### src/rtl/core/nrt_pkg.sv
// Shared constants, types and helper functions of the note event router.
`timescale 1ns / 1ps

package nrt_pkg;

  localparam int MAX_CHANNELS = 16;
  localparam int CH_W = (MAX_CHANNELS > 1) ? $clog2(MAX_CHANNELS) : 1;
  localparam int CNT_W = $clog2(MAX_CHANNELS + 1);
  localparam int ACT_W = 5;
  localparam int NW = (CNT_W > ACT_W) ? CNT_W : ACT_W;
  localparam int IDX_W = 16;
  localparam int FREQ_W = 32;
  localparam int VEL_W = 16;
  localparam int CHF_W = 4;
  localparam int CFG_ADDR_W = 1;
  localparam int CFG_DATA_W = 5;

  localparam logic [ACT_W-1:0] ACT_RESET = 5'd16;

  localparam logic [CFG_ADDR_W-1:0] REG_ACTIVE_CHANNELS = 1'd0;
  localparam logic [CFG_ADDR_W-1:0] REG_WRAP_ENABLE = 1'd1;

  typedef struct packed {
    logic            all_off_pending;
    logic            on_valid;
    logic [CH_W-1:0] on_chan;
    logic            slide_valid;
    logic [CH_W-1:0] slide_chan;
    logic            off_valid;
    logic [CH_W-1:0] off_chan;
  } pulse_state_t;

  function automatic logic [CNT_W-1:0] eff_count(input logic [ACT_W-1:0] act);
    logic [NW-1:0] a;
    logic [NW-1:0] r;
    a = NW'(act);
    if (a == NW'(0)) begin
      r = NW'(1);
    end else if (a > NW'(MAX_CHANNELS)) begin
      r = NW'(MAX_CHANNELS);
    end else begin
      r = a;
    end
    return r[CNT_W-1:0];
  endfunction

  function automatic logic [CHF_W-1:0] chan_field(input logic [CH_W-1:0] ch);
    logic [31:0] t;
    t = 32'(ch);
    return t[CHF_W-1:0];
  endfunction

endpackage

### src/rtl/core/note_event_router.sv
// Top level of the note event router: tick sequencer, channel stores and configuration.
// Flow: an accepted tick is applied to the channel stores in the apply state, after the
// sixteen-step serial remainder unit when a note-on is wrapped; the sweep then reads each
// effective channel from the stores and registers it as one result word. A new tick is
// taken only once the sweep of the last one is done; the sweep reads one channel a cycle
// from the stores while the output is not stalled. Reset: asynchronous and active low; it
// clears the store valid bits at once, so every channel reads as zero, and leaves the block ready.
`timescale 1ns / 1ps

module note_event_router (
  input  logic                                clk_i,
  input  logic                                rst_ni,
  input  logic                                cfg_we_i,
  input  logic [nrt_pkg::CFG_ADDR_W-1:0]      cfg_addr_i,
  input  logic [nrt_pkg::CFG_DATA_W-1:0]      cfg_wdata_i,
  input  logic                                in_valid_i,
  output logic                                in_ready_o,
  input  logic signed [nrt_pkg::IDX_W-1:0]    note_index_i,
  input  logic                                note_on_i,
  input  logic                                note_slide_i,
  input  logic                                note_off_i,
  input  logic                                all_off_i,
  input  logic [nrt_pkg::FREQ_W-1:0]          frequency_i,
  input  logic [nrt_pkg::VEL_W-1:0]           velocity_i,
  output logic                                out_valid_o,
  input  logic                                out_ready_i,
  output logic [nrt_pkg::CHF_W-1:0]           channel_o,
  output logic                                on_pulse_o,
  output logic                                slide_pulse_o,
  output logic                                off_pulse_o,
  output logic [nrt_pkg::FREQ_W-1:0]          held_frequency_o,
  output logic [nrt_pkg::VEL_W-1:0]           held_velocity_o,
  output logic                                last_channel_o
);

  typedef enum logic [3:0] {
    S_IDLE  = 4'b0001,
    S_DIV   = 4'b0010,
    S_APPLY = 4'b0100,
    S_SWEEP = 4'b1000
  } state_e;

  state_e                              state_q, state_d;
  logic [nrt_pkg::ACT_W-1:0]           act_q, act_d;
  logic                                wrap_q, wrap_d;
  logic [nrt_pkg::IDX_W-1:0]           idx_q;
  logic                                on_q, slide_q, off_q, all_q;
  logic [nrt_pkg::FREQ_W-1:0]          freq_q;
  logic [nrt_pkg::VEL_W-1:0]           vel_q;
  logic                                cur_v_q, cur_v_d;
  logic [nrt_pkg::CH_W-1:0]            cur_q, cur_d;
  nrt_pkg::pulse_state_t               pulses_q, pulses_d;
  logic [nrt_pkg::MAX_CHANNELS-1:0]    fvalid_q, fvalid_d;
  logic [nrt_pkg::MAX_CHANNELS-1:0]    vvalid_q, vvalid_d;

  logic                                accept;
  logic [nrt_pkg::CNT_W-1:0]           count;
  logic [nrt_pkg::IDX_W-1:0]           raw_idx;
  logic [nrt_pkg::IDX_W-1:0]           mag;
  logic                                div_start;
  logic                                div_done;
  logic [nrt_pkg::CH_W-1:0]            rem;
  logic                                idx_ok;
  logic [nrt_pkg::CH_W-1:0]            idx_ch;
  logic                                on_ok, slide_ok, off_ok, cur_in;
  logic                                fwe, vwe;
  logic                                sweep_start;
  logic                                sweep_done;
  logic [nrt_pkg::CH_W-1:0]            raddr;
  logic [nrt_pkg::FREQ_W-1:0]          freq_rdata;
  logic [nrt_pkg::VEL_W-1:0]           vel_rdata;

  assign count = nrt_pkg::eff_count(act_q);
  assign in_ready_o = (state_q == S_IDLE);
  assign accept = in_valid_i && in_ready_o;
  assign raw_idx = note_index_i;
  assign mag = raw_idx[nrt_pkg::IDX_W-1] ? (~raw_idx + nrt_pkg::IDX_W'(1)) : raw_idx;
  assign div_start = accept && note_on_i && wrap_q && !all_off_i;

  always_comb begin
    act_d = act_q;
    wrap_d = wrap_q;
    if (cfg_we_i) begin
      unique case (cfg_addr_i)
        nrt_pkg::REG_ACTIVE_CHANNELS: act_d = cfg_wdata_i[nrt_pkg::ACT_W-1:0];
        nrt_pkg::REG_WRAP_ENABLE:     wrap_d = cfg_wdata_i[0];
        default: begin
        end
      endcase
    end
  end

  always_comb begin
    if (wrap_q) begin
      idx_ok = !idx_q[nrt_pkg::IDX_W-1] || (rem == '0);
      idx_ch = rem;
    end else begin
      idx_ok = !idx_q[nrt_pkg::IDX_W-1] && (idx_q < nrt_pkg::IDX_W'(count));
      idx_ch = idx_q[nrt_pkg::CH_W-1:0];
    end
    on_ok = on_q && idx_ok;
    cur_v_d = cur_v_q;
    cur_d = cur_q;
    if (on_q) begin
      cur_v_d = idx_ok;
      cur_d = idx_ch;
    end
    cur_in = cur_v_d && (nrt_pkg::CNT_W'(cur_d) < count);
    slide_ok = slide_q && cur_in;
    off_ok = off_q && cur_in;
    fwe = 1'b0;
    vwe = 1'b0;
    pulses_d = pulses_q;
    fvalid_d = fvalid_q;
    vvalid_d = vvalid_q;
    if (state_q == S_APPLY) begin
      if (all_q) begin
        fvalid_d = '0;
        vvalid_d = '0;
        pulses_d.all_off_pending = 1'b1;
        cur_v_d = cur_v_q;
        cur_d = cur_q;
      end else begin
        fwe = on_ok || slide_ok;
        vwe = on_ok;
        if (fwe) begin
          fvalid_d[cur_d] = 1'b1;
        end
        if (vwe) begin
          vvalid_d[cur_d] = 1'b1;
        end
        pulses_d.all_off_pending = 1'b0;
        pulses_d.on_valid = on_ok;
        pulses_d.on_chan = cur_d;
        pulses_d.slide_valid = slide_ok;
        pulses_d.slide_chan = cur_d;
        pulses_d.off_valid = off_ok;
        pulses_d.off_chan = cur_d;
      end
    end else begin
      cur_v_d = cur_v_q;
      cur_d = cur_q;
    end
  end

  always_comb begin
    state_d = state_q;
    sweep_start = 1'b0;
    unique case (state_q)
      S_IDLE: begin
        if (accept) begin
          state_d = div_start ? S_DIV : S_APPLY;
        end
      end
      S_DIV: begin
        if (div_done) begin
          state_d = S_APPLY;
        end
      end
      S_APPLY: begin
        sweep_start = 1'b1;
        state_d = S_SWEEP;
      end
      S_SWEEP: begin
        if (sweep_done) begin
          state_d = S_IDLE;
        end
      end
      default: state_d = S_IDLE;
    endcase
  end

  always_ff @(posedge clk_i or negedge rst_ni) begin
    if (!rst_ni) begin
      state_q <= S_IDLE;
      act_q <= nrt_pkg::ACT_RESET;
      wrap_q <= 1'b0;
      cur_v_q <= 1'b0;
      cur_q <= '0;
      pulses_q <= '0;
      fvalid_q <= '0;
      vvalid_q <= '0;
    end else begin
      state_q <= state_d;
      act_q <= act_d;
      wrap_q <= wrap_d;
      cur_v_q <= cur_v_d;
      cur_q <= cur_d;
      pulses_q <= pulses_d;
      fvalid_q <= fvalid_d;
      vvalid_q <= vvalid_d;
    end
  end

  always_ff @(posedge clk_i) begin
    if (accept) begin
      idx_q <= raw_idx;
      on_q <= note_on_i;
      slide_q <= note_slide_i;
      off_q <= note_off_i;
      all_q <= all_off_i;
      freq_q <= frequency_i;
      vel_q <= velocity_i;
    end
  end

  nrt_rem_unit u_rem (
    .clk_i      (clk_i),
    .rst_ni     (rst_ni),
    .start_i    (div_start),
    .dividend_i (mag),
    .divisor_i  (count),
    .done_o     (div_done),
    .rem_o      (rem)
  );

  nrt_ram #(
    .WIDTH (nrt_pkg::FREQ_W),
    .DEPTH (nrt_pkg::MAX_CHANNELS)
  ) u_freq_ram (
    .clk_i   (clk_i),
    .we_i    (fwe),
    .waddr_i (cur_d),
    .wdata_i (freq_q),
    .raddr_i (raddr),
    .rdata_o (freq_rdata)
  );

  nrt_ram #(
    .WIDTH (nrt_pkg::VEL_W),
    .DEPTH (nrt_pkg::MAX_CHANNELS)
  ) u_vel_ram (
    .clk_i   (clk_i),
    .we_i    (vwe),
    .waddr_i (cur_d),
    .wdata_i (vel_q),
    .raddr_i (raddr),
    .rdata_o (vel_rdata)
  );

  nrt_sweep u_sweep (
    .clk_i            (clk_i),
    .rst_ni           (rst_ni),
    .start_i          (sweep_start),
    .count_i          (count),
    .pulses_i         (pulses_q),
    .freq_valid_i     (fvalid_q),
    .vel_valid_i      (vvalid_q),
    .freq_rdata_i     (freq_rdata),
    .vel_rdata_i      (vel_rdata),
    .raddr_o          (raddr),
    .done_o           (sweep_done),
    .out_valid_o      (out_valid_o),
    .out_ready_i      (out_ready_i),
    .channel_o        (channel_o),
    .on_pulse_o       (on_pulse_o),
    .slide_pulse_o    (slide_pulse_o),
    .off_pulse_o      (off_pulse_o),
    .held_frequency_o (held_frequency_o),
    .held_velocity_o  (held_velocity_o),
    .last_channel_o   (last_channel_o)
  );

endmodule

### src/rtl/core/nrt_ram.sv
// Generic single-write, single-read synchronous RAM with registered read data.
`timescale 1ns / 1ps

module nrt_ram #(
  parameter int WIDTH = 32,
  parameter int DEPTH = 16
) (
  input  logic                     clk_i,
  input  logic                     we_i,
  input  logic [$clog2(DEPTH)-1:0] waddr_i,
  input  logic [WIDTH-1:0]         wdata_i,
  input  logic [$clog2(DEPTH)-1:0] raddr_i,
  output logic [WIDTH-1:0]         rdata_o
);

  logic [WIDTH-1:0] mem_q [DEPTH];
  logic [WIDTH-1:0] rdata_q;

  always_ff @(posedge clk_i) begin
    if (we_i) begin
      mem_q[waddr_i] <= wdata_i;
    end
    rdata_q <= mem_q[raddr_i];
  end

  assign rdata_o = rdata_q;

endmodule

### src/rtl/core/nrt_rem_unit.sv
// Bit-serial remainder unit for wrapping the note-on index by the channel count.
`timescale 1ns / 1ps

module nrt_rem_unit (
  input  logic                         clk_i,
  input  logic                         rst_ni,
  input  logic                         start_i,
  input  logic [nrt_pkg::IDX_W-1:0]    dividend_i,
  input  logic [nrt_pkg::CNT_W-1:0]    divisor_i,
  output logic                         done_o,
  output logic [nrt_pkg::CH_W-1:0]     rem_o
);

  localparam int STEP_W = $clog2(nrt_pkg::IDX_W);

  logic                        busy_q, busy_d;
  logic                        done_q, done_d;
  logic [STEP_W-1:0]           cnt_q, cnt_d;
  logic [nrt_pkg::IDX_W-1:0]   dvd_q, dvd_d;
  logic [nrt_pkg::CNT_W-1:0]   rem_q, rem_d;
  logic [nrt_pkg::CNT_W:0]     trial;
  logic [nrt_pkg::CNT_W:0]     diff;

  always_comb begin
    trial = {rem_q, dvd_q[nrt_pkg::IDX_W-1]};
    diff = trial - {1'b0, divisor_i};
    busy_d = busy_q;
    done_d = 1'b0;
    cnt_d = cnt_q;
    dvd_d = dvd_q;
    rem_d = rem_q;
    if (start_i) begin
      busy_d = 1'b1;
      cnt_d = '0;
      dvd_d = dividend_i;
      rem_d = '0;
    end else if (busy_q) begin
      dvd_d = {dvd_q[nrt_pkg::IDX_W-2:0], 1'b0};
      rem_d = (trial >= {1'b0, divisor_i}) ? diff[nrt_pkg::CNT_W-1:0]
                                           : trial[nrt_pkg::CNT_W-1:0];
      cnt_d = cnt_q + STEP_W'(1);
      if (cnt_q == STEP_W'(nrt_pkg::IDX_W - 1)) begin
        busy_d = 1'b0;
        done_d = 1'b1;
      end
    end
  end

  always_ff @(posedge clk_i or negedge rst_ni) begin
    if (!rst_ni) begin
      busy_q <= 1'b0;
      done_q <= 1'b0;
      cnt_q <= '0;
    end else begin
      busy_q <= busy_d;
      done_q <= done_d;
      cnt_q <= cnt_d;
    end
  end

  always_ff @(posedge clk_i) begin
    dvd_q <= dvd_d;
    rem_q <= rem_d;
  end

  assign done_o = done_q;
  assign rem_o = rem_q[nrt_pkg::CH_W-1:0];

endmodule

### src/rtl/core/nrt_sweep.sv
// Channel sweep: reads every active channel from the stores and drives the result register.
`timescale 1ns / 1ps

module nrt_sweep (
  input  logic                              clk_i,
  input  logic                              rst_ni,
  input  logic                              start_i,
  input  logic [nrt_pkg::CNT_W-1:0]         count_i,
  input  nrt_pkg::pulse_state_t             pulses_i,
  input  logic [nrt_pkg::MAX_CHANNELS-1:0]  freq_valid_i,
  input  logic [nrt_pkg::MAX_CHANNELS-1:0]  vel_valid_i,
  input  logic [nrt_pkg::FREQ_W-1:0]        freq_rdata_i,
  input  logic [nrt_pkg::VEL_W-1:0]         vel_rdata_i,
  output logic [nrt_pkg::CH_W-1:0]          raddr_o,
  output logic                              done_o,
  output logic                              out_valid_o,
  input  logic                              out_ready_i,
  output logic [nrt_pkg::CHF_W-1:0]         channel_o,
  output logic                              on_pulse_o,
  output logic                              slide_pulse_o,
  output logic                              off_pulse_o,
  output logic [nrt_pkg::FREQ_W-1:0]        held_frequency_o,
  output logic [nrt_pkg::VEL_W-1:0]         held_velocity_o,
  output logic                              last_channel_o
);

  logic                         act_q, act_d;
  logic [nrt_pkg::CNT_W-1:0]    iss_q, iss_d;
  logic                         pend_q, pend_d;
  logic [nrt_pkg::CH_W-1:0]     pidx_q, pidx_d;
  logic                         fv_q, vv_q;
  logic                         ovalid_q, ovalid_d;
  logic [nrt_pkg::CHF_W-1:0]    och_q;
  logic                         oon_q, osl_q, ooff_q, olast_q;
  logic [nrt_pkg::FREQ_W-1:0]   ofreq_q;
  logic [nrt_pkg::VEL_W-1:0]    ovel_q;
  logic                         load;
  logic                         hold;
  logic                         issue;
  logic [nrt_pkg::CH_W-1:0]     raddr;

  always_comb begin
    load = pend_q && (!ovalid_q || out_ready_i);
    hold = pend_q && !load;
    raddr = hold ? pidx_q : iss_q[nrt_pkg::CH_W-1:0];
    issue = act_q && !hold && (iss_q < count_i);
    done_o = act_q && (iss_q == count_i) && !pend_q;
    act_d = act_q;
    iss_d = iss_q;
    pend_d = pend_q;
    pidx_d = pidx_q;
    if (start_i) begin
      act_d = 1'b1;
      iss_d = '0;
      pend_d = 1'b0;
    end else begin
      if (done_o) begin
        act_d = 1'b0;
      end
      if (issue) begin
        pend_d = 1'b1;
        pidx_d = iss_q[nrt_pkg::CH_W-1:0];
        iss_d = iss_q + nrt_pkg::CNT_W'(1);
      end else if (load) begin
        pend_d = 1'b0;
      end
    end
    if (load) begin
      ovalid_d = 1'b1;
    end else if (out_ready_i) begin
      ovalid_d = 1'b0;
    end else begin
      ovalid_d = ovalid_q;
    end
  end

  always_ff @(posedge clk_i or negedge rst_ni) begin
    if (!rst_ni) begin
      act_q <= 1'b0;
      iss_q <= '0;
      pend_q <= 1'b0;
      ovalid_q <= 1'b0;
    end else begin
      act_q <= act_d;
      iss_q <= iss_d;
      pend_q <= pend_d;
      ovalid_q <= ovalid_d;
    end
  end

  always_ff @(posedge clk_i) begin
    pidx_q <= pidx_d;
    fv_q <= freq_valid_i[raddr];
    vv_q <= vel_valid_i[raddr];
    if (load) begin
      och_q <= nrt_pkg::chan_field(pidx_q);
      oon_q <= !pulses_i.all_off_pending && pulses_i.on_valid
               && (pulses_i.on_chan == pidx_q);
      osl_q <= !pulses_i.all_off_pending && pulses_i.slide_valid
               && (pulses_i.slide_chan == pidx_q);
      ooff_q <= pulses_i.all_off_pending
                || (pulses_i.off_valid && (pulses_i.off_chan == pidx_q));
      ofreq_q <= fv_q ? freq_rdata_i : '0;
      ovel_q <= vv_q ? vel_rdata_i : '0;
      olast_q <= (nrt_pkg::CNT_W'(pidx_q) == (count_i - nrt_pkg::CNT_W'(1)));
    end
  end

  assign raddr_o = raddr;
  assign out_valid_o = ovalid_q;
  assign channel_o = och_q;
  assign on_pulse_o = oon_q;
  assign slide_pulse_o = osl_q;
  assign off_pulse_o = ooff_q;
  assign held_frequency_o = ofreq_q;
  assign held_velocity_o = ovel_q;
  assign last_channel_o = olast_q;

endmodule

### config.mk
export PLATFORM = sky130hd
export DESIGN_NAME = note_event_router
export DESIGN_NICKNAME = d
export VERILOG_FILES = /design/src/rtl/core/nrt_pkg.sv /design/src/rtl/core/note_event_router.sv /design/src/rtl/core/nrt_ram.sv /design/src/rtl/core/nrt_rem_unit.sv /design/src/rtl/core/nrt_sweep.sv
export SDC_FILE = /design/constraint.sdc
export NUM_CORES = 1
export LEC_CHECK = 0
export BUFFER_PORTS_ARGS = -buffer_cell sky130_fd_sc_hd__clkbuf_2
export CAP_MARGIN = 15
export CORE_UTILIZATION = 40
export CTS_CLUSTER_SIZE = 24
export DETAILED_ROUTE_END_ITERATION = 10
export PLACE_DENSITY_LB_ADDON = 0.25
export RECOVER_POWER = 100
export SLEW_MARGIN = 20
export SYNTH_ARGS = -nofsm -noshare
export SYNTH_HDL_FRONTEND = slang
export SYNTH_SLANG_ARGS = --single-unit
### constraint.sdc
create_clock -name clk_i -period 12.16 [get_ports clk_i]
set_input_delay 1.824 -clock clk_i [delete_from_list [all_inputs] [get_ports clk_i]]
set_output_delay 1.824 -clock clk_i [all_outputs]
set_load 0.02 [all_outputs]
==> results of run 1 <==
## sequential cells by signal, summed over array words and instances, names as in the netlist, 32 cells and up
| name | count |
|---|---|
| u_vel_ram.mem_q | 256 |
| u_freq_ram.mem_q | 512 |
| u_freq_ram.rdata_o | 32 |
| freq_q | 32 |
| u_sweep.held_frequency_o | 32 |
## critical path: stages
cell and delay (ps):
sky130_fd_sc_hd__clkbuf_2 90, sky130_fd_sc_hd__nand3b_1 440, sky130_fd_sc_hd__mux2i_1 450, sky130_fd_sc_hd__clkbuf_1 1400
sky130_fd_sc_hd__buf_16 350, sky130_fd_sc_hd__clkbuf_1 3060, sky130_fd_sc_hd__mux4_2 730, sky130_fd_sc_hd__a22oi_1 110
sky130_fd_sc_hd__nand2_1 110
## kinds of logic after synthesis
kind of cell | count (synthesis)
xor gates and xnor gates | 28
buffers and inverters | 113
DFF | 1036
AOI/OAI and AO/OA | 217
and+or+nand+nor | 343
muxes | 224
adders and majority gates | 22
## placed cells by master, fill, tap and decap left out, types with 43 or more instances in the layout
cell                        instances
sky130_fd_sc_hd__and2_0            43
sky130_fd_sc_hd__a22oi_1          100
sky130_fd_sc_hd__nand2_1          136
sky130_fd_sc_hd__dfxtp_1           55
sky130_fd_sc_hd__edfxtp_1         912
sky130_fd_sc_hd__mux4_2           200
sky130_fd_sc_hd__nor2_1            55
sky130_fd_sc_hd__o21ai_0           63
sky130_fd_sc_hd__clkbuf_16        107
sky130_fd_sc_hd__clkbuf_2          46
sky130_fd_sc_hd__dfrtp_1           67
sky130_fd_sc_hd__clkbuf_1         156
## through the flow
| stage | power, mW | setup WS (ps) |
|---|---|---|
| after global placement | 7.44 | 6810 |
| after CTS | 10.7 | 7440 |
| final | 10.6 | 4090 |
| after detailed placement | 7.52 | 6720 |
| after global routing | 11.1 | 3660 |
| after floorplan | 6.68 | 1020 |
## area by class of cell
| cell class | instances | area [um^2] | area share [%] |
|---|---|---|---|
| Multi-Input combinational cell | 834 | 8520 | 19.1 |
| Timing Repair Buffer | 188 | 850 | 1.90 |
| Clock buffer | 135 | 2830 | 6.34 |
| Sequential cell | 1036 | 30200 | 67.7 |
| Clock inverter | 60 | 558 | 1.25 |
| Tap cell | 1276 | 1600 | 3.58 |
| Inverter | 20 | 75.1 | 0.168 |
## layer usage
layer	routed length [um]	global-route usage (%)	up-vias
li1	-	-	8387
met1	37200	24.3	10300
met2	45000	30.7	569
met3	4830	3.15	151
met4	1850	4.78	4
met5	22	0	-
## report_power, final
group          switching (mW)  leakage [nW]  total (mW)  internal (mW)
Clock                    1.33          1.66        3.17           1.83
Combinational            1.50          3.45        2.73           1.23
Sequential              0.309          9.66        4.72           4.41
Total                    3.14          14.8        10.6           7.47
## worst paths after layout
path,from,end,slack (ps),cells past startpoint
max,out_ready_i,u_freq_ram.rdata_o[13],4090,9
min,u_rem.done_o,state_q[1],470,1
max reg2reg,act_q[4],u_freq_ram.mem_q[9][20],4700,11
min reg2reg,u_rem.done_o,state_q[1],470,1
max in group asynchronous,rst_ni,u_rem.done_o,7500,1
min in group asynchronous,rst_ni,vvalid_q[6],2490,1
==> metrics.md, run 1 <==
| Metric | Value |
|---|---|
| Layout cell share with drive strength beyond 1 | `18.9%` |
| Setup TNS | `0 ps` |
| Number of unique standard cell types used by synthesis | `59` |
| Category of the worst setup path launch point | `primary input` |
| Wire length of the first global-routing pass | `132000 um` |
| Via density | `5.46` |
| EDFF count, synth | `912` |
| Core occupancy in the finished layout | `46.1%` |
| Data arrival time of the critical path | `8670 ps` |
| Leading cell type by number of instances after synthesis | `sky130_fd_sc_hd__edfxtp_1` |
| Clock tree root driver cell | `sky130_fd_sc_hd__clkbuf_16` |
| Global-route usage over all layers | `18.2%` |
| P per Cell Area | `238 mW/mm^2` |
| Total of max-cap violations | `25` |
| Final Setup Violations | `0` |
| Synthesized cell area | `0.0391 mm^2` |
| Maximum number of pins on one net before global-route repair | `117` |
| Number of standard-cell rows in the floorplan | `114` |
| Number of buffers added on ports | `136` |
| Main combinational cell family by area after synthesis | `multiplexers` |
| Share of synthesized flip-flops with an asynchronous set or reset | `6.66%` |
| Max FO, Critical Path | `68` |
| Weighted congestion reported at the end of routability-driven placement | `0.768` |
| Core region area | `0.0969 mm^2` |
| Buffers inserted during post-CTS setup optimization | `0` |
| Leading post-synthesis cells by cell area | `sky130_fd_sc_hd__edfxtp_1 70%, sky130_fd_sc_hd__mux4_2 12%, sky130_fd_sc_hd__dfrtp_1 4.3%` |
| Unrepaired setup endpoints after global routing | `no` |
| Grt ovf | `0` |
| Area leader, netlist | `sky130_fd_sc_hd__edfxtp_1` |
| Worst slack on hold paths | `472 ps` |
| Area delta synth->final | `14.1%` |
| Worst-skew pair later-pin latency | `680 ps` |
| Vias post-DR | `19.4k` |
| H-tree depth | `3` |
| Fraction of synthesized area in multiplexers | `12.1%` |
| Synthesized flop and latch total | `1036` |
| Worst slew margin relative to its limit | `-186%` |
| Die area | `0.0991 mm^2` |
| Simple-gate portion of the synthesized area | `4.34%` |
| Half-perimeter wire length after placement | `45500 um` |
| Minimum period implied by the final worst setup slack | `8070 ps` |
| Violations in the final reports | `design-rule violations, max-capacitance violations, max-slew violations` |
| Syn Area/Cell | `19.7 um^2` |
| Number of nets still failing antenna checks after routing | `0` |
| Synth Instances | `1983` |
| Placed Instance Area | `0.0416 mm^2` |
| Outcome | `finished with violations` |
| Sequential-to-total area share from yosys stat | `77.2%` |
| 1st-iter DRT viols | `1611` |
| Synthesis Warnings | `0` |
| Number of diodes | `0` |
| Starting density of the core | `40.4%` |
| Top cell types by occurrence after synthesis | `912 x sky130_fd_sc_hd__edfxtp_1, 200 x sky130_fd_sc_hd__mux4_2, 136 x sky130_fd_sc_hd__nand2_1` |
| Clock skew | `21.3 ps` |
| Summed area of non-filler cells in the final layout | `0.0447 mm^2` |
| Fillers | `8132` |
| Compound-Gate Fraction of Synth Area | `3.74%` |
| Ports | `137` |
| Post-CTS Hold Buffers | `0` |
| Required time worst endpoint | `12760 ps` |
| Number of cells upsized or downsized after cts | `0` |
| Leakage power summed over all cells | `14.8 nW` |
| # clock sinks | `1036` |
| Placed cells | `3352` |
| Top achievable clock speed | `0.124 GHz` |
| Die Wd | `315 um` |
| Final hold vios | `0` |
| Final Cycle Share | `66.4%` |
| Total Routed Length | `88900 um` |
| Setup CP Type | `in2reg` |
| Clock tree from TritonCTS | `done` |
| Primary FF master, synth | `sky130_fd_sc_hd__edfxtp_1` |
| Kind of path behind the tightest hold check | `reg2reg` |
| DIE HEIGHT | `315 um` |
| Worst-path clk slew | `60 ps` |
| Xor-xnor portion of the synthesized cell area | `0.626%` |
| Slew at the pin with the worst max-slew slack | `4290 ps` |
| Number of slew-limit violations in the final report | `959` |
| Net total in the final layout | `2286` |
| Maximum vdd ir drop | `0.229 mV` |
| Number of antenna violations at the first check in global routing | `2` |
| Crit path capture type | `register` |
| Adder-cell share of the synthesized area | `0.722%` |
| Mapped Nets | `2084` |
| Area share of the largest cell type after synthesis | `70.0%` |
| Total iterations of the first detailed-routing run | `8` |
| Number of clock buffers inserted by TritonCTS | `105` |
| Residual DRC count | `16` |
| Average routed wire per standard cell | `25.1 um` |
| Maximum count of clock buffers along a single path | `3` |
| Number of global-route vias before repair | `20.3k` |
| Non-filler instance count after layout | `3549` |
Power figures use the tool's default switching activity.
==> run 2: changes to the inputs <==
clock period = 7.4 ns   (was 12.16 ns; I/O delays follow)
==> run 2 against run 1 <==
Critical path depth fell by 2. Worst setup slack got worse by 2500 ps. Largest power group unchanged. Sequential power grew 65%. The run still ends with design-rule violations, max-capacitance violations, max-slew violations left. Combinational power is 68% higher. Critical path type unchanged. Highest routed layer unchanged. Via count is 1.1% lower. Final area increased by 0.18%. Final cell count is 0.11% higher.
==> metrics.md, run 2 (synthesis results as in run 1) <==
| Metric | Value |
|---|---|
| Worst-path clk slew | `60 ps (about the same)` |
| Maximum number of pins on one net before global-route repair | `138 (+18%)` |
| Clock tree from TritonCTS | `done` |
| Maximum count of clock buffers along a single path | `3 (unchanged)` |
| Starting density of the core | `40.4% (unchanged)` |
| Worst slack on hold paths | `478 ps (+6.70 ps)` |
| Ports | `137 (unchanged)` |
| Number of cells upsized or downsized after cts | `0 (unchanged)` |
| Vias post-DR | `19.1k (-1.1%)` |
| Minimum setup slack in the final design | `1610 ps (-2470 ps)` |
| # clock sinks | `1036 (unchanged)` |
| Clock skew | `26.3 ps (+5.05 ps)` |
| Number of global-route vias before repair | `20.1k (-0.55%)` |
| Global-route usage over all layers | `18.0% (-0.16 points)` |
| Total Routed Length | `88000 um (-0.99%)` |
| Leakage power summed over all cells | `14.8 nW (+0.11%)` |
| DIE HEIGHT | `315 um (unchanged)` |
| Total routed wire length on the met1 layer | `37400 um (+0.59%)` |
| Number of nets still failing antenna checks after routing | `0 (unchanged)` |
| Data arrival time of the critical path | `6300 ps (-2370 ps)` |
| Core occupancy in the finished layout | `46.2% (+0.084 points)` |
| Layout cell share with drive strength beyond 1 | `19.5% (+0.67 points)` |
| Via density | `5.39 (-1.2%)` |
| P per Cell Area | `397 mW/mm^2 (+67%)` |
| Slew at the pin with the worst max-slew slack | `4050 ps (-237 ps)` |
| Crit path capture type | `register` |
| Category of the worst setup path launch point | `primary input` |
| Registers with the most flip-flops | `u_freq_ram.mem_q (512), u_vel_ram.mem_q (256)` |
| Flip-flop count of the largest register after layout | `512 (unchanged)` |
| Final Setup Violations | `0 (unchanged)` |
| Worst-skew pair later-pin latency | `680 ps (about the same)` |
| Maximum vdd ir drop | `0.416 mV (+82%)` |
| Clock tree root driver cell | `sky130_fd_sc_hd__clkbuf_16` |
| Max FO, Critical Path | `62 (-8.8%)` |
| Residual DRC count | `8 (-8)` |
| Average routed wire per standard cell | `24.8 um (-1.1%)` |
| Final Cycle Share | `78.2%` |
| Number of diodes | `0 (unchanged)` |
| Required time worst endpoint | `7920 ps (-4840 ps)` |
| Final hold vios | `0 (unchanged)` |
| Met3 WL | `4400 um (-8.8%)` |
| Core region area | `0.0969 mm^2 (unchanged)` |
| Worst slack, placed | `2760 ps (-3960 ps)` |
| Violations in the final reports | `design-rule violations, max-capacitance violations, max-slew violations` |
| Met2 wire length | `44200 um (-2.0%)` |
| 1st-iter DRT viols | `1464 (-9.1%)` |
| Grt ovf | `0 (unchanged)` |
| Kind of path behind the tightest hold check | `reg2reg` |
| Number of standard-cell rows in the floorplan | `114 (unchanged)` |
| Net total in the final layout | `2285 (-0.044%)` |
| Commonest non-fill, non-tap cell in the layout | `sky130_fd_sc_hd__edfxtp_1` |
| Total of max-cap violations | `31 (+24%)` |
| Register ranked first by flip-flop count | `u_freq_ram.mem_q` |
| Wire length of the first global-routing pass | `131000 um (-1.1%)` |
| Top achievable clock speed | `0.173 GHz` |
| H-tree depth | `3 (unchanged)` |
| Number of clock buffers inserted by TritonCTS | `106 (+0.95%)` |
| Worst slew margin relative to its limit | `-170% (+16 points)` |
| Weighted congestion reported at the end of routability-driven placement | `0.818 (+6.5%)` |
| Area delta synth->final | `14.3%` |
| Setup CP Type | `in2reg` |
| Die area | `0.0991 mm^2 (unchanged)` |
| Post-CTS Hold Buffers | `0 (unchanged)` |
| Unrepaired setup endpoints after global routing | `no` |
| Number of buffers added on ports | `136 (unchanged)` |
| Buffers inserted during post-CTS setup optimization | `0 (unchanged)` |
| Setup TNS | `0 ps (unchanged)` |
| Minimum period implied by the final worst setup slack | `5790 ps` |
| Overall power | `17.8 mW (+67%)` |
| Commonest cells after routing, fill and taps aside | `912 x sky130_fd_sc_hd__edfxtp_1, 200 x sky130_fd_sc_hd__mux4_2, 145 x sky130_fd_sc_hd__clkbuf_1` |
| Number of slew-limit violations in the final report | `875 (-8.8%)` |
| Uppermost signal routing layer after detailed routing | `met5` |
| Total iterations of the first detailed-routing run | `8 (unchanged)` |
| Outcome | `finished with violations` |
| Number of antenna violations at the first check in global routing | `3 (+1)` |
| Half-perimeter wire length after placement | `49700 um (+9.2%)` |
| Die Wd | `315 um (unchanged)` |
## run 2: cell types whose count changed in the layout (fill, tap and decap cells not counted), sizes merged
cell / change
buf: +7
bufinv: +1
clkbuf: +5
clkinv: -15
clkinvlp: +7
inv: -1
## run 2: cell type report
class	count	area, um^2
fill	8129	52100
sequential	1036	30200
multi-input combinational	834	8400
clock buffer	149	3070
tap	1276	1600
timing repair buffer	186	843
clock inverter	52	533
inverter	20	75.1
## run 2: metrics by stage
stage / instances / area (um^2)
CTS: 3553 / 45200
global placement: 3352 / 41600
detailed placement: 3352 / 41600
global route: 3553 / 44700
floorplan: 1983 / 39200
finish: 3553 / 44700
## run 2: critical path, stage by stage
cell                       delay, ps
sky130_fd_sc_hd__clkbuf_1         80
sky130_fd_sc_hd__nand3b_1        400
sky130_fd_sc_hd__mux2i_1         610
sky130_fd_sc_hd__clkbuf_1       2870
sky130_fd_sc_hd__mux4_2          520
sky130_fd_sc_hd__a22oi_1         470
sky130_fd_sc_hd__nand2_1         140
## run 2: metal layers
metal / GRT usage, % / vias to the layer above
li1: - / 8412
met1: 24.1 / 10100
met2: 30.3 / 504
met3: 3.21 / 146
met4: 4.88 / 4
met5: 0 / -
## run 2: final timing paths
path	startpoint	end	slack [ps]	depth (start not counted)
setup / recovery	out_ready_i	u_freq_ram.rdata_o[27]	1610	7
hold / removal	fvalid_q[2]	fvalid_q[2]	480	2
setup reg to reg	act_q[4]	u_freq_ram.mem_q[5][4]	1690	11
hold reg to reg	fvalid_q[2]	fvalid_q[2]	480	2
max in group asynchronous	rst_ni	u_rem.cnt_q[0]	3390	1
min in group asynchronous	rst_ni	vvalid_q[6]	1800	1
## run 2: report_power, final
part           internal, mW  total (mW)  switching, mW  leakage, nW
logic                  1.99        4.58           2.58         3.38
registers              7.24        7.77          0.526         9.66
clock network          3.24        5.44           2.20         1.76
total                  12.5        17.8           5.31         14.8
